===== src/hdf_pkg.sv =====
`timescale 1ns / 1ps

package hdf_pkg;

   localparam int unsigned QUEUE_DEPTH = 2;
   localparam int unsigned QUEUE_PTR_W = (QUEUE_DEPTH > 1) ? $clog2(QUEUE_DEPTH) : 1;
   localparam int unsigned QUEUE_CNT_W = $clog2(QUEUE_DEPTH + 1);

   localparam logic [1:0] LEN_LAST_BYTE = 2'd3;

   typedef enum logic [1:0] {
      FUNC_START  = 2'd0,
      FUNC_BYTE   = 2'd1,
      FUNC_FINISH = 2'd2,
      FUNC_NONE   = 2'd3
   } func_type;

   typedef enum logic [1:0] {
      KIND_BEGIN = 2'd0,
      KIND_DATA  = 2'd1,
      KIND_OK    = 2'd2,
      KIND_ERR   = 2'd3
   } kind_type;

   typedef enum logic [1:0] {
      ERR_EMPTY   = 2'd0,
      ERR_ORDER   = 2'd1,
      ERR_CUT     = 2'd2,
      ERR_MISSING = 2'd3
   } err_type;

   typedef enum logic [1:0] {
      OP_START  = 2'd0,
      OP_BYTE   = 2'd1,
      OP_FINISH = 2'd2
   } op_type;

   typedef struct packed {
      op_type     op;
      logic [7:0] segment_index;
      logic [7:0] body_byte;
      logic       segment_last;
   } item_type;

   typedef struct packed {
      kind_type    kind;
      logic [31:0] header_number;
      logic [31:0] header_length;
      logic [31:0] merged_offset;
      logic [7:0]  data_byte;
      logic        header_done;
      err_type     error_code;
   } result_type;

endpackage


===== src/hdf_req_if.sv =====
`timescale 1ns / 1ps

interface hdf_req_if;
   logic       valid;
   logic       ready;
   logic [1:0] func;
   logic [7:0] segment_index;
   logic [7:0] body_byte;
   logic       segment_last;

   modport source (output valid, func, segment_index, body_byte, segment_last,
                   input ready);
   modport sink (input valid, func, segment_index, body_byte, segment_last,
                 output ready);
endinterface


===== src/hdf_rsp_if.sv =====
`timescale 1ns / 1ps

interface hdf_rsp_if;
   logic        valid;
   logic        ready;
   logic [1:0]  kind;
   logic [31:0] header_number;
   logic [31:0] header_length;
   logic [31:0] merged_offset;
   logic [7:0]  data_byte;
   logic        header_done;
   logic [1:0]  error_code;

   modport source (output valid, kind, header_number, header_length, merged_offset,
                   data_byte, header_done, error_code, input ready);
   modport sink (input valid, kind, header_number, header_length, merged_offset,
                 data_byte, header_done, error_code, output ready);
endinterface


===== src/hdf_front.sv =====
`timescale 1ns / 1ps

module hdf_front (
   input  logic              clock,
   input  logic              reset,
   hdf_req_if.sink           req_bus,
   output logic              q_valid,
   output hdf_pkg::item_type q_item,
   input  logic              q_pop
);

   hdf_pkg::item_type                        queue_ff [hdf_pkg::QUEUE_DEPTH];
   logic [hdf_pkg::QUEUE_PTR_W-1:0]          wr_ptr_ff, wr_ptr_in;
   logic [hdf_pkg::QUEUE_PTR_W-1:0]          rd_ptr_ff, rd_ptr_in;
   logic [hdf_pkg::QUEUE_CNT_W-1:0]          count_ff, count_in;
   hdf_pkg::item_type                        item;
   logic                                     keep;
   logic                                     push;

   // classify the beat; unknown func codes are taken and dropped
   always_comb begin
      keep               = 1'b1;
      item.op            = hdf_pkg::OP_START;
      item.segment_index = req_bus.segment_index;
      item.body_byte     = req_bus.body_byte;
      item.segment_last  = req_bus.segment_last;
      unique case (hdf_pkg::func_type'(req_bus.func))
         hdf_pkg::FUNC_START:  item.op = hdf_pkg::OP_START;
         hdf_pkg::FUNC_BYTE:   item.op = hdf_pkg::OP_BYTE;
         hdf_pkg::FUNC_FINISH: item.op = hdf_pkg::OP_FINISH;
         default:              keep = 1'b0;
      endcase
   end

   assign req_bus.ready = (count_ff != hdf_pkg::QUEUE_CNT_W'(hdf_pkg::QUEUE_DEPTH));
   assign push          = req_bus.valid && req_bus.ready && keep;
   assign q_valid       = (count_ff != '0);
   assign q_item        = queue_ff[rd_ptr_ff];

   always_comb begin
      wr_ptr_in = wr_ptr_ff;
      rd_ptr_in = rd_ptr_ff;
      count_in  = count_ff;
      if (push) begin
         if (wr_ptr_ff == hdf_pkg::QUEUE_PTR_W'(hdf_pkg::QUEUE_DEPTH - 1)) begin
            wr_ptr_in = '0;
         end else begin
            wr_ptr_in = wr_ptr_ff + 1'b1;
         end
      end
      if (q_pop) begin
         if (rd_ptr_ff == hdf_pkg::QUEUE_PTR_W'(hdf_pkg::QUEUE_DEPTH - 1)) begin
            rd_ptr_in = '0;
         end else begin
            rd_ptr_in = rd_ptr_ff + 1'b1;
         end
      end
      if (push && !q_pop) begin
         count_in = count_ff + 1'b1;
      end else if (!push && q_pop) begin
         count_in = count_ff - 1'b1;
      end
   end

   always_ff @(posedge clock) begin
      if (reset) begin
         wr_ptr_ff <= '0;
         rd_ptr_ff <= '0;
         count_ff  <= '0;
      end else begin
         wr_ptr_ff <= wr_ptr_in;
         rd_ptr_ff <= rd_ptr_in;
         count_ff  <= count_in;
      end
   end

   always_ff @(posedge clock) begin
      if (push) begin
         queue_ff[wr_ptr_ff] <= item;
      end
   end

endmodule


===== src/hdf_back.sv =====
`timescale 1ns / 1ps

module hdf_back (
   input  logic              clock,
   input  logic              reset,
   input  logic              q_valid,
   input  hdf_pkg::item_type q_item,
   output logic              q_pop,
   hdf_rsp_if.source         rsp_bus
);

   logic                 reading_length_ff, reading_length_in;
   logic [1:0]           len_seen_ff, len_seen_in;
   logic [31:0]          len_acc_ff, len_acc_in;
   logic [31:0]          data_left_ff, data_left_in;
   logic [31:0]          header_count_ff, header_count_in;
   logic [31:0]          total_offset_ff, total_offset_in;
   logic [7:0]           prev_index_ff, prev_index_in;
   logic                 any_seen_ff, any_seen_in;
   logic                 has_body_ff, has_body_in;
   logic                 failed_ff, failed_in;
   logic                 seg_open_ff, seg_open_in;
   hdf_pkg::err_type     err_latched_ff, err_latched_in;
   logic                 out_valid_ff, out_valid_in;
   hdf_pkg::result_type  out_ff;
   hdf_pkg::result_type  res;
   logic                 emit;
   logic                 empty_err;
   logic                 cut_err;
   logic [31:0]          acc_next;
   logic [31:0]          left_next;

   assign q_pop     = q_valid && (!out_valid_ff || rsp_bus.ready);
   assign empty_err = seg_open_ff && !has_body_ff;
   assign cut_err   = seg_open_ff && reading_length_ff && (len_seen_ff != 2'd0);
   assign acc_next  = {len_acc_ff[23:0], q_item.body_byte};
   assign left_next = data_left_ff - 32'd1;

   always_comb begin
      reading_length_in = reading_length_ff;
      len_seen_in       = len_seen_ff;
      len_acc_in        = len_acc_ff;
      data_left_in      = data_left_ff;
      header_count_in   = header_count_ff;
      total_offset_in   = total_offset_ff;
      prev_index_in     = prev_index_ff;
      any_seen_in       = any_seen_ff;
      has_body_in       = has_body_ff;
      failed_in         = failed_ff;
      seg_open_in       = seg_open_ff;
      err_latched_in    = err_latched_ff;
      emit              = 1'b0;
      res               = '0;
      if (q_pop) begin
         unique case (q_item.op)
            hdf_pkg::OP_FINISH: begin
               emit     = 1'b1;
               res.kind = hdf_pkg::KIND_ERR;
               if (failed_ff) begin
                  res.error_code = err_latched_ff;
               end else if (empty_err) begin
                  res.error_code = hdf_pkg::ERR_EMPTY;
               end else if (cut_err) begin
                  res.error_code = hdf_pkg::ERR_CUT;
               end else if (data_left_ff != 32'd0) begin
                  res.error_code = hdf_pkg::ERR_MISSING;
               end else begin
                  res.kind          = hdf_pkg::KIND_OK;
                  res.header_number = header_count_ff;
                  res.merged_offset = total_offset_ff;
               end
               // a finish ends the run and puts everything back to reset values
               reading_length_in = 1'b1;
               len_seen_in       = 2'd0;
               len_acc_in        = '0;
               data_left_in      = '0;
               header_count_in   = '0;
               total_offset_in   = '0;
               prev_index_in     = '0;
               any_seen_in       = 1'b0;
               has_body_in       = 1'b0;
               failed_in         = 1'b0;
               seg_open_in       = 1'b0;
               err_latched_in    = hdf_pkg::ERR_EMPTY;
            end
            hdf_pkg::OP_START: begin
               if (!failed_ff) begin
                  res.kind = hdf_pkg::KIND_ERR;
                  if (empty_err || cut_err ||
                      (any_seen_ff && (q_item.segment_index <= prev_index_ff))) begin
                     emit        = 1'b1;
                     failed_in   = 1'b1;
                     seg_open_in = 1'b0;
                     if (empty_err) begin
                        res.error_code = hdf_pkg::ERR_EMPTY;
                     end else if (cut_err) begin
                        res.error_code = hdf_pkg::ERR_CUT;
                     end else begin
                        res.error_code = hdf_pkg::ERR_ORDER;
                     end
                     err_latched_in = res.error_code;
                  end else begin
                     prev_index_in = q_item.segment_index;
                     any_seen_in   = 1'b1;
                     seg_open_in   = 1'b1;
                     has_body_in   = 1'b0;
                  end
               end
            end
            hdf_pkg::OP_BYTE: begin
               // stray bytes outside a segment are dropped
               if (!failed_ff && seg_open_ff) begin
                  has_body_in = 1'b1;
                  if (q_item.segment_last) begin
                     seg_open_in = 1'b0;
                  end
                  if (reading_length_ff) begin
                     if (len_seen_ff != hdf_pkg::LEN_LAST_BYTE) begin
                        len_acc_in  = acc_next;
                        len_seen_in = len_seen_ff + 2'd1;
                        if (q_item.segment_last) begin
                           // length field may not span segments
                           emit           = 1'b1;
                           failed_in      = 1'b1;
                           res.kind       = hdf_pkg::KIND_ERR;
                           res.error_code = hdf_pkg::ERR_CUT;
                           err_latched_in = hdf_pkg::ERR_CUT;
                        end
                     end else begin
                        emit              = 1'b1;
                        res.kind          = hdf_pkg::KIND_BEGIN;
                        res.header_number = header_count_ff;
                        res.header_length = acc_next;
                        res.merged_offset = total_offset_ff;
                        res.header_done   = (acc_next == 32'd0);
                        len_seen_in       = 2'd0;
                        len_acc_in        = '0;
                        if (acc_next == 32'd0) begin
                           header_count_in = header_count_ff + 32'd1;
                        end else begin
                           data_left_in      = acc_next;
                           reading_length_in = 1'b0;
                        end
                     end
                  end else begin
                     emit              = 1'b1;
                     res.kind          = hdf_pkg::KIND_DATA;
                     res.header_number = header_count_ff;
                     res.merged_offset = total_offset_ff;
                     res.data_byte     = q_item.body_byte;
                     res.header_done   = (left_next == 32'd0);
                     data_left_in      = left_next;
                     total_offset_in   = total_offset_ff + 32'd1;
                     if (left_next == 32'd0) begin
                        header_count_in   = header_count_ff + 32'd1;
                        reading_length_in = 1'b1;
                     end
                  end
               end
            end
            default: begin
            end
         endcase
      end
   end

   always_comb begin
      out_valid_in = out_valid_ff;
      if (q_pop && emit) begin
         out_valid_in = 1'b1;
      end else if (rsp_bus.ready) begin
         out_valid_in = 1'b0;
      end
   end

   always_ff @(posedge clock) begin
      if (reset) begin
         reading_length_ff <= 1'b1;
         len_seen_ff       <= 2'd0;
         len_acc_ff        <= '0;
         data_left_ff      <= '0;
         header_count_ff   <= '0;
         total_offset_ff   <= '0;
         prev_index_ff     <= '0;
         any_seen_ff       <= 1'b0;
         has_body_ff       <= 1'b0;
         failed_ff         <= 1'b0;
         seg_open_ff       <= 1'b0;
         err_latched_ff    <= hdf_pkg::ERR_EMPTY;
         out_valid_ff      <= 1'b0;
      end else begin
         reading_length_ff <= reading_length_in;
         len_seen_ff       <= len_seen_in;
         len_acc_ff        <= len_acc_in;
         data_left_ff      <= data_left_in;
         header_count_ff   <= header_count_in;
         total_offset_ff   <= total_offset_in;
         prev_index_ff     <= prev_index_in;
         any_seen_ff       <= any_seen_in;
         has_body_ff       <= has_body_in;
         failed_ff         <= failed_in;
         seg_open_ff       <= seg_open_in;
         err_latched_ff    <= err_latched_in;
         out_valid_ff      <= out_valid_in;
      end
   end

   always_ff @(posedge clock) begin
      if (q_pop && emit) begin
         out_ff <= res;
      end
   end

   assign rsp_bus.valid         = out_valid_ff;
   assign rsp_bus.kind          = out_ff.kind;
   assign rsp_bus.header_number = out_ff.header_number;
   assign rsp_bus.header_length = out_ff.header_length;
   assign rsp_bus.merged_offset = out_ff.merged_offset;
   assign rsp_bus.data_byte     = out_ff.data_byte;
   assign rsp_bus.header_done   = out_ff.header_done;
   assign rsp_bus.error_code    = out_ff.error_code;

endmodule


===== src/packed_header_deframer.sv =====
`timescale 1ns / 1ps

// channel   dir  handshake      payload
// req_bus   in   valid / ready  func, segment_index, body_byte, segment_last
// rsp_bus   out  valid / ready  kind, header_number, header_length, merged_offset,
//                               data_byte, header_done, error_code
//
// one beat per cycle sustained while results are taken; an accepted beat waits in the
// classify queue, then the state update loads its result into the output register.
// the back end retires one queued beat per cycle whenever the output register is
// empty or being taken; a 2-entry queue lets the input side run on during a stall.
// synchronous reset clears the queue, the output register and all header state.

module packed_header_deframer (
   input  logic      clock,
   input  logic      reset,
   hdf_req_if.sink   req_bus,
   hdf_rsp_if.source rsp_bus
);

   logic              q_valid;
   logic              q_pop;
   hdf_pkg::item_type q_item;

   hdf_front u_front (
      .clock   (clock),
      .reset   (reset),
      .req_bus (req_bus),
      .q_valid (q_valid),
      .q_item  (q_item),
      .q_pop   (q_pop)
   );

   hdf_back u_back (
      .clock   (clock),
      .reset   (reset),
      .q_valid (q_valid),
      .q_item  (q_item),
      .q_pop   (q_pop),
      .rsp_bus (rsp_bus)
   );

endmodule


===== src/flat_wrapper.sv =====
// flat-port wrapper written by rule: the top's interface ports become plain ports
module packed_header_deframer_flat 
  (clock, reset, req_bus_valid, req_bus_func, req_bus_segment_index, req_bus_body_byte, req_bus_segment_last, req_bus_ready, rsp_bus_valid, rsp_bus_kind, rsp_bus_header_number, rsp_bus_header_length, rsp_bus_merged_offset, rsp_bus_data_byte, rsp_bus_header_done, rsp_bus_error_code, rsp_bus_ready);
  hdf_req_if req_bus_i ();
  hdf_rsp_if rsp_bus_i ();
  input  logic clock;
  input  logic reset;
  input wire logic [$bits(req_bus_i.valid)-1:0] req_bus_valid;
  input wire logic [$bits(req_bus_i.func)-1:0] req_bus_func;
  input wire logic [$bits(req_bus_i.segment_index)-1:0] req_bus_segment_index;
  input wire logic [$bits(req_bus_i.body_byte)-1:0] req_bus_body_byte;
  input wire logic [$bits(req_bus_i.segment_last)-1:0] req_bus_segment_last;
  output wire logic [$bits(req_bus_i.ready)-1:0] req_bus_ready;
  output wire logic [$bits(rsp_bus_i.valid)-1:0] rsp_bus_valid;
  output wire logic [$bits(rsp_bus_i.kind)-1:0] rsp_bus_kind;
  output wire logic [$bits(rsp_bus_i.header_number)-1:0] rsp_bus_header_number;
  output wire logic [$bits(rsp_bus_i.header_length)-1:0] rsp_bus_header_length;
  output wire logic [$bits(rsp_bus_i.merged_offset)-1:0] rsp_bus_merged_offset;
  output wire logic [$bits(rsp_bus_i.data_byte)-1:0] rsp_bus_data_byte;
  output wire logic [$bits(rsp_bus_i.header_done)-1:0] rsp_bus_header_done;
  output wire logic [$bits(rsp_bus_i.error_code)-1:0] rsp_bus_error_code;
  input wire logic [$bits(rsp_bus_i.ready)-1:0] rsp_bus_ready;
  assign req_bus_i.valid = req_bus_valid;
  assign req_bus_i.func = req_bus_func;
  assign req_bus_i.segment_index = req_bus_segment_index;
  assign req_bus_i.body_byte = req_bus_body_byte;
  assign req_bus_i.segment_last = req_bus_segment_last;
  assign req_bus_ready = req_bus_i.ready;
  assign rsp_bus_valid = rsp_bus_i.valid;
  assign rsp_bus_kind = rsp_bus_i.kind;
  assign rsp_bus_header_number = rsp_bus_i.header_number;
  assign rsp_bus_header_length = rsp_bus_i.header_length;
  assign rsp_bus_merged_offset = rsp_bus_i.merged_offset;
  assign rsp_bus_data_byte = rsp_bus_i.data_byte;
  assign rsp_bus_header_done = rsp_bus_i.header_done;
  assign rsp_bus_error_code = rsp_bus_i.error_code;
  assign rsp_bus_i.ready = rsp_bus_ready;
  packed_header_deframer u_core (.clock(clock), .reset(reset), .req_bus(req_bus_i), .rsp_bus(rsp_bus_i));
endmodule

===== config.mk =====
export PLATFORM = sky130hd
export DESIGN_NAME = packed_header_deframer_flat
export DESIGN_NICKNAME = d
export VERILOG_FILES = /design/src/hdf_pkg.sv /design/src/hdf_req_if.sv /design/src/hdf_rsp_if.sv /design/src/hdf_front.sv /design/src/hdf_back.sv /design/src/packed_header_deframer.sv /design/src/flat_wrapper.sv
export SDC_FILE = /design/constraint.sdc
export NUM_CORES = 1
export LEC_CHECK = 0
export BUFFER_PORTS_ARGS = -buffer_cell sky130_fd_sc_hd__clkbuf_2
export CAP_MARGIN = 20
export CORE_MARGIN = 5
export CORE_UTILIZATION = 55
export DETAILED_ROUTE_END_ITERATION = 6
export HOLD_SLACK_MARGIN = 0.03
export PLACE_DENSITY = 0.75
export SYNTH_ARGS = -nofsm -noshare
export SYNTH_HDL_FRONTEND = slang
export SYNTH_SLANG_ARGS = --single-unit

===== constraint.sdc =====
create_clock -name clock -period 10.45 [get_ports clock]
set_input_delay 0.5225 -clock clock [delete_from_list [all_inputs] [get_ports clock]]
set_output_delay 0.5225 -clock clock [all_outputs]
set_load 0.1 [all_outputs]

==> impl_metrics.sql, run 1 <==
INSERT INTO impl_metrics (metric_group, metric, value, unit) VALUES
('sta', 'tightest_slew', '1050', 'ps'),
('worst_setup_path', 'crit_required', '10600', 'ps'),
('clock_network', 'cts_tree', 'yes', ''),
('finish', 'post_route_cells_drive_above_1_share', '0.154', ''),
('floorplanning', 'floorplan.io_pins', '134', ''),
('logic_synthesis', 'yosys.area_share.simple', '0.233', ''),
('logic_synthesis', 'synth_ff_type', 'sky130_fd_sc_hd__edfxtp_1', ''),
('sta', 'report.final.setup_viol', '0', ''),
('worst_setup_path', 'critical_path_class', 'reg2reg', ''),
('floorplanning', 'die_area', '27300', 'sq um'),
('worst_hold_path', 'type_of_the_tightest_min_delay_check', 'in2reg', ''),
('detailed_routing', 'routed-via-count', '10200', ''),
('detailed_routing', 'wl', '29.4', 'mm'),
('floorplanning', 'rows', '56', ''),
('clock_network', 'post_cts_buffers', '0', ''),
('placement', 'buffer_ports.inserted', '133', ''),
('sta', 'finalWorstPathRequiredPeriod', '4380', 'ps'),
('worst_setup_path', 'critical-path-slowest-cell', 'sky130_fd_sc_hd__buf_4', ''),
('logic_synthesis', 'parity_gate_share_of_the_synthesized_area_counting_xor_and_xnor_cells', '0.0324', ''),
('grt', 'grt_max_degree', '85', ''),
('grt', 'globalRouteOverflowTotal', '0', ''),
('detailed_routing', 'final_antenna_net_count', '0', ''),
('placement', 'place_congestion', '0.880', ''),
('clock_network', 'cts_hold_buffers', '0', ''),
('worst_setup_path', 'cpPeakStageDelay', '780', 'ps'),
('worst_setup_path', 'worstSetupEndpointType', 'register', ''),
('logic_synthesis', 'ys.warnings.count', '0', ''),
('sta', 'finalCritPeriodShare', '0.419', ''),
('clock_network', 'clk_latency', '540', 'ps'),
('floorplanning', 'floorplan.initialDensity', '0.561', ''),
('detailed_routing', 'detail_route.vias_per_cell', '5.80', ''),
('power_and_ir_drop', 'finalPower', '4060', 'uW'),
('logic_synthesis', 'postSynthNetCount', '1355', ''),
('grt', 'number_of_global_route_vias_before_repair', '9589', ''),
('detailed_routing', 'wire_per_inst', '16.7', 'um'),
('worst_setup_path', 'crit_chain', 'buf_4 > mux2_2 > ha_1 > o21a_1 > o21a_1 > o21bai_1 > a21oi_1 > o21ai_0 > a211oi_1 > nor2_4 > buf_4', ''),
('worst_setup_path', 'worst_setup_path_start_kind', 'register', ''),
('sta', 'fmax', '228', 'MHz'),
('detailed_routing', 'first_pass_iters', '5', ''),
('logic_synthesis', 'synth_top_family_by_area', 'simple AND/OR/NAND/NOR gates', ''),
('floorplanning', 'design.core.area', '23600', 'sq um'),
('logic_synthesis', 'count_of_flip_flops_with_a_built_in_enable_after_synthesis', '147', ''),
('power_and_ir_drop', 'power.ir.vdd_worst', '0.218', 'mV'),
('logic_synthesis', 'ffs_latches_synth', '290', ''),
('clock_network', 'clockBufferDepth', '3', ''),
('finish', 'seqCellArea', '7280', 'sq um'),
('logic_synthesis', 'synthDominantAreaCellType', 'sky130_fd_sc_hd__edfxtp_1', ''),
('logic_synthesis', 'netlist_top_cells_count', 'sky130_fd_sc_hd__edfxtp_1 (147), sky130_fd_sc_hd__dfxtp_1 (143), sky130_fd_sc_hd__nor2_1 (125)', ''),
('grt', 'antenna_found_initial', '0', ''),
('logic_synthesis', 'avgSynthCellArea', '10.1', 'sq um'),
('finish', 'nets', '1456', ''),
('sta', 'setup_repair_after_global_routing_missed_its_margin', 'no', ''),
('logic_synthesis', 'post_synth_inst_count', '1313', ''),
('logic_synthesis', 'synthDistinctLibCells', '71', ''),
('floorplanning', 'die_h', '165', 'um'),
('placement', 'dp_hpwl', '19.3', 'mm'),
('detailed_routing', 'residual_drc', '0', ''),
('clock_network', 'postCtsResizedCells', '0', ''),
('worst_setup_path', 'worst_ep_arrival_time', '4530', 'ps'),
('finish', 'layout_utilization', '0.642', ''),
('finish', 'fillers', '1919', ''),
('logic_synthesis', 'synthMostInstantiatedCell', 'sky130_fd_sc_hd__edfxtp_1', ''),
('clock_network', 'ctsRootBufferMaster', 'sky130_fd_sc_hd__clkbuf_16', ''),
('clock_network', 'ctsHtreeMaxLevel', '1', ''),
('clock_network', 'cts_buffers', '29', ''),
('power_and_ir_drop', 'power_per_cell_area', '268', 'nW/um^2'),
('grt', 'global_route.usage.total', '0.215', ''),
('flow_run', 'cap_violations', '0', ''),
('floorplanning', 'die_w', '165', 'um'),
('run_status', 'status', 'finished, final reports clean', ''),
('sta', 'tns', '0', 'ps');
-- power by group --
part	internal, uW	switching [uW]
combinational	268	1260
sequential	1380	65.9
clock	669	418
total	2310	1750
-- sequential cells by signal (all words and copies together) (netlist names), 8 cells and up, named ones only --
register	flops
u_core.u_back.data_left_ff	32
u_core.u_back.header_count_ff	32
u_core.u_back.len_acc_ff	24
u_core.u_back.prev_index_ff	8
u_core.u_back.rsp_bus.data_byte	8
u_core.u_back.rsp_bus.header_length	32
u_core.u_back.rsp_bus.header_number	32
u_core.u_back.rsp_bus.merged_offset	32
u_core.u_back.total_offset_ff	32
u_core.u_front.queue_ff	38
-- stage by stage --
| step | cells | setup slack (ps) | instance area [sq um] | hold slack (ps) |
|---|---|---|---|---|
| after floorplan | 1313 | 2430 | 13300 | 432 |
| after global placement | 1700 | 5660 | 14100 | 448 |
| after detailed placement | 1701 | 6050 | 14100 | 454 |
| after CTS | 1754 | 5990 | 15100 | 161 |
| after global routing | 1755 | 5730 | 15200 | 162 |
| final | 1755 | 6070 | 15200 | 171 |
-- per-layer routing --
layer / wire length (um) / GRT usage
met2: 13600 / 0.355
met4: 732 / 0.0571
met5: 0 / 0
met3: 1930 / 0.0350
met1: 13100 / 0.295
-- cells by family (layout without fill, tap and decap cells) --
| group | after synthesis | count (layout) |
|---|---|---|
| DFF | 290 | 290 |
| buffers and inverters | 103 | 226 |
| adders and majority gates | 19 | 19 |
| AOI/OAI and AO/OA | 249 | 249 |
| muxes | 24 | 24 |
| and+or+nand+nor | 579 | 579 |
| xor gates and xnor gates | 49 | 49 |
-- cell usage in the layout, fill, tap and decap left out, types with 5 or more instances in the layout --
master                      count
sky130_fd_sc_hd__inv_1         22
sky130_fd_sc_hd__bufinv_16      6
sky130_fd_sc_hd__o31ai_1       23
sky130_fd_sc_hd__clkbuf_2     133
sky130_fd_sc_hd__edfxtp_1     147
sky130_fd_sc_hd__clkinv_1       6
sky130_fd_sc_hd__o21a_1         8
sky130_fd_sc_hd__a211oi_1       7
sky130_fd_sc_hd__dfxtp_1      142
sky130_fd_sc_hd__mux2i_1       15
sky130_fd_sc_hd__or3_1         19
sky130_fd_sc_hd__clkbuf_1       6
sky130_fd_sc_hd__ha_1          19
sky130_fd_sc_hd__clkbuf_16     29
sky130_fd_sc_hd__and3_1        23
sky130_fd_sc_hd__o2bb2ai_1      7
sky130_fd_sc_hd__a32oi_1        5
sky130_fd_sc_hd__nand2_1       99
sky130_fd_sc_hd__nand3_1       54
sky130_fd_sc_hd__xnor2_1       21
sky130_fd_sc_hd__nor2_1       124
sky130_fd_sc_hd__and4_1         8
sky130_fd_sc_hd__a21oi_1       84
sky130_fd_sc_hd__nand2b_1      13
sky130_fd_sc_hd__buf_4         15
sky130_fd_sc_hd__o21ai_0       55
sky130_fd_sc_hd__a22oi_1       13
sky130_fd_sc_hd__nor2b_1        9
sky130_fd_sc_hd__or4_1         28
sky130_fd_sc_hd__mux2_2         9
sky130_fd_sc_hd__xor2_1        28
sky130_fd_sc_hd__a31oi_1       10
sky130_fd_sc_hd__and2_1       101
sky130_fd_sc_hd__nor3_1        36
sky130_fd_sc_hd__nor4_1        19
sky130_fd_sc_hd__nand4_1       24
-- layout make-up --
class	instances	share of cell area
clock buffers	37	0.0512
inverters	24	0.00594
multi-input cells	920	0.369
repair buffers	149	0.0527
flip-flops and latches	290	0.480
clock inverters	16	0.0150
well taps	319	0.0263
-- worst paths after layout --
| kind | start | endpoint | slack [ps] | cells past startpoint |
|---|---|---|---|---|
| worst max register to register | register | u_core.u_back.rsp_bus.header_number[12]$_SDFFCE_PN0P_ | 6070 | 11 |
| worst max-delay path | register | u_core.u_back.rsp_bus.header_number[12]$_SDFFCE_PN0P_ | 6070 | 11 |
| worst min-delay path | req_bus_segment_index[7] | u_core.u_front.queue_ff[0][16]$_DFFE_PP_ | 170 | 1 |
| worst min register to register | u_core.u_back.prev_index_ff[1]$_SDFFE_PP0P_ | u_core.u_back.prev_index_ff[1]$_SDFFE_PP0P_ | 460 | 2 |
-- critical path: cells and delay by family, from the launching register on --
| family | cells | cell delay [ps] |
|---|---|---|
| simple gates | 1 | 510 |
| flops | 1 | 510 |
| compound gates | 6 | 1120 |
| mux | 1 | 380 |
| buf+inv | 2 | 1090 |
| fa+ha+maj | 1 | 320 |
(Power assumes the default switching activity.)
==> run 2: changes to the inputs <==
==> constraint.sdc (replaced) <==
create_clock -name clock -period 4.2 [get_ports clock]
set_input_delay 0.21 -clock clock [delete_from_list [all_inputs] [get_ports clock]]
set_output_delay 0.21 -clock clock [all_outputs]
set_load 0.1 [all_outputs]
==> impl_metrics.sql, run 2 (synthesis gave the netlist of run 1 again) <==
INSERT INTO impl_metrics (metric_group, metric, value, unit) VALUES
('floorplanning', 'die_w', '165', 'um'),
('detailed_routing', 'drt_iter0_markers', '650', ''),
('worst_setup_path', 'r2r.worst_path.cells', '11', ''),
('sta', 'headroom_to_the_max_slew_limit', '0.354', ''),
('floorplanning', 'die_h', '165', 'um'),
('sta', 'worst_hold_slack', '162', 'ps'),
('detailed_routing', 'residual_drc', '0', ''),
('finish', 'layout_common_cells', 'sky130_fd_sc_hd__edfxtp_1 (147), sky130_fd_sc_hd__dfxtp_1 (142), sky130_fd_sc_hd__clkbuf_2 (133)', ''),
('clock_network', 'cts_tree', 'yes', ''),
('sta', 'tightest_slew', '968', 'ps'),
('clock_network', 'cts_buffers', '29', ''),
('power_and_ir_drop', 'net-switching-power', '4400', 'uW'),
('grt', 'globalRouteOverflowTotal', '0', ''),
('sta', 'fmax', '275', 'MHz'),
('grt', 'global_route_wire_length_before_repair', '47.7', 'mm'),
('finish', 'insertedDiodeCount', '0', ''),
('finish', 'instances_no_fill', '1784', ''),
('floorplanning', 'rows', '56', ''),
('sta', 'report.final.setup_viol', '0', ''),
('placement', 'dp_hpwl', '19.7', 'mm'),
('sta', 'setup_repair_after_global_routing_missed_its_margin', 'no', ''),
('clock_network', 'clk_latency', '550', 'ps'),
('grt', 'antenna_found_initial', '0', ''),
('worst_setup_path', 'endpoint_of_the_worst_register_to_register_path', 'u_core.u_back.header_count_ff[28]$_SDFFE_PP0P_', ''),
('worst_hold_path', 'hold_depth', '4', ''),
('power_and_ir_drop', 'power.clock.fraction', '0.258', ''),
('finish', 'nets', '1485', ''),
('clock_network', 'worst_setup_hold_path_clk_slew', '60', 'ps'),
('detailed_routing', 'first_pass_iters', '6', ''),
('power_and_ir_drop', 'part_of_the_power_in_registers', '0.358', ''),
('detailed_routing', 'routed-via-count', '10200', ''),
('finish', 'post_route_cells_drive_above_1_share', '0.165', ''),
('power_and_ir_drop', 'finalPower', '10000', 'uW'),
('power_and_ir_drop', 'comb_power_share', '0.385', ''),
('flow_run', 'cap_violations', '0', ''),
('worst_setup_path', 'critical_path.most_common_cell', 'sky130_fd_sc_hd__buf_4', ''),
('worst_hold_path', 'type_of_the_tightest_min_delay_check', 'in2reg', ''),
('clock_network', 'clockBufferDepth', '3', ''),
('sta', 'report.final.hold_viol_count', '0', ''),
('worst_setup_path', 'timing.critical_path.buf_inv', '4', ''),
('finish', 'registers.top_by_ff_count', 'u_core.u_front.queue_ff', ''),
('detailed_routing', 'final_antenna_net_count', '0', ''),
('floorplanning', 'die_area', '27300', 'sq um'),
('finish', 'area_delta_synth_final', '16.4', '%'),
('worst_setup_path', 'cpPeakStageDelay', '660', 'ps'),
('worst_setup_path', 'worst-path-max-fanout', '50', ''),
('detailed_routing', 'wire_per_inst', '16.4', 'um'),
('power_and_ir_drop', 'power.ir.vdd_worst', '0.476', 'mV'),
('worst_hold_path', 'whs_endpoint', 'u_core.u_front.wr_ptr_ff$_SDFFE_PP0P_', ''),
('power_and_ir_drop', 'power_per_cell_area', '651', 'nW/um^2'),
('floorplanning', 'design.core.area', '23600', 'sq um'),
('worst_setup_path', 'cell_class_contributing_the_biggest_share_of_worst_path_delay', 'simple AND/OR/NAND/NOR gates', ''),
('sta', 'finalCritPeriodShare', '0.865', ''),
('worst_setup_path', 'crit_chain', 'buf_4 > mux2i_1 > nand4_1 > nor4_1 > buf_4 > nor2_1 > a21boi_4 > buf_12 > buf_4 > or4_1 > a21oi_1', ''),
('grt', 'global_route.usage.total', '0.211', ''),
('grt', 'grt_max_degree', '70', ''),
('run_status', 'status', 'finished, final reports clean', ''),
('floorplanning', 'floorplan.io_pins', '134', ''),
('sta', 'finalWorstPathRequiredPeriod', '3630', 'ps'),
('clock_network', 'postCtsResizedCells', '0', ''),
('placement', 'buffer_ports.inserted', '133', ''),
('sta', 'maxSlewViolCount', '0', ''),
('detailed_routing', 'wl', '29.2', 'mm'),
('sta', 'final.setup_skew', '11.0', 'ps'),
('worst_setup_path', 'crit_required', '4670', 'ps'),
('worst_setup_path', 'worst_setup_path_start_kind', 'register', ''),
('sta', 'tns', '0', 'ps'),
('worst_setup_path', 'critical-path-slowest-cell', 'sky130_fd_sc_hd__dfxtp_1', ''),
('clock_network', 'ctsRootBufferMaster', 'sky130_fd_sc_hd__clkbuf_16', ''),
('grt', 'number_of_global_route_vias_before_repair', '9435', ''),
('finish', 'largest_reg_flops', '38', ''),
('worst_setup_path', 'worstSetupEndpointType', 'register', ''),
('worst_setup_path', 'r2r_slack', '570', 'ps'),
('power_and_ir_drop', 'share_of_total_power_consumed_by_net_switching', '0.438', ''),
('placement', 'dp_cells', '1710', ''),
('worst_hold_path', 'timing.hold.worst.start', 'req_bus_valid', ''),
('worst_setup_path', 'critical_path_class', 'reg2reg', ''),
('detailed_routing', 'detail_route.vias_per_cell', '5.74', ''),
('power_and_ir_drop', 'power.internal', '5640', 'uW'),
('floorplanning', 'floorplan.initialDensity', '0.561', ''),
('worst_setup_path', 'worst_ep_arrival_time', '4100', 'ps'),
('clock_network', 'ctsHtreeMaxLevel', '1', ''),
('power_and_ir_drop', 'static-leakage-power', '0.00568', 'uW'),
('finish', 'final_common_cell', 'sky130_fd_sc_hd__edfxtp_1', ''),
('placement', 'place_congestion', '0.888', ''),
('clock_network', 'post_cts_buffers', '0', ''),
('clock_network', 'clock_sinks', '290', '');
-- run 2: routing by layer --
| metal | up-vias | part of all wire | track usage |
|---|---|---|---|
| met3 | 52 | 0.066 | 0.0345 |
| met4 | 0 | 0.020 | 0.0578 |
| met2 | 315 | 0.46 | 0.336 |
| met1 | 4839 | 0.46 | 0.301 |
| li1 | 5039 | - | - |
| met5 | - | 0 | 0 |
-- run 2: how the worst max path moves through the flow --
stage	start	end	slack, ps	cells past startpoint
6_report	register	u_core.u_back.header_count_ff[28]$_SDFFE_PP0P_	570	11
5_1_grt	u_core.u_back.data_left_ff[2]$_SDFFE_PP0P_	u_core.u_back.header_count_ff[27]$_SDFFE_PP0P_	260	10
4_1_cts	u_core.u_back.data_left_ff[2]$_SDFFE_PP0P_	u_core.u_back.header_count_ff[28]$_SDFFE_PP0P_	460	9
3_5_place_dp	u_core.u_back.data_left_ff[2]$_SDFFE_PP0P_	u_core.u_back.header_count_ff[28]$_SDFFE_PP0P_	480	9
3_3_place_gp	u_core.u_back.data_left_ff[2]$_SDFFE_PP0P_	u_core.u_back.header_count_ff[24]$_SDFFE_PP0P_	630	9
2_1_floorplan	register	u_core.u_back.rsp_bus.data_byte[0]$_SDFFCE_PP0P_	9	11
-- run 2: timing repair --
| item | CTS | global route |
|---|---|---|
| hold buffers | 20 | 0 |
| endpoints found under the hold margin | 39 | 0 |
| endpoints found under the setup margin | 0 | 0 |
-- run 2: cell type report --
| type | count | area [sq um] |
|---|---|---|
| Inverter | 24 | 90.1 |
| Tap cell | 319 | 399 |
| Sequential cell | 290 | 7280 |
| Timing Repair Buffer | 178 | 1080 |
| Clock inverter | 19 | 201 |
| Multi-Input combinational cell | 920 | 5620 |
| Fill cell | 1857 | 8190 |
| Clock buffer | 34 | 764 |
-- run 2: power groups by stage --
stage,clock network [uW],registers (uW),logic [uW]
final,2590,3590,3860
after global routing,2780,3620,4070
after CTS,2630,3590,3860
after detailed placement,0,3650,3830
after global placement,0,3640,3810
after floorplan,0,5430,1360
-- run 2: per-stage QoR --
step | area (sq um) | setup WS [ps] | utilization
6_report | 15400 | 567 | 0.653
5_1_grt | 15400 | 259 | 0.653
3_3_place_gp | 14200 | 629 | 0.603
4_1_cts | 15400 | 464 | 0.653
2_1_floorplan | 13300 | 9.49 | -
3_5_place_dp | 14200 | 483 | 0.603
-- run 2: worst min-delay path, delay by kind of cell --
kind	cells	cell delay [ps]
buffers and inverters	1	100
XOR/XNOR	1	140
AND/OR/NAND/NOR	2	220
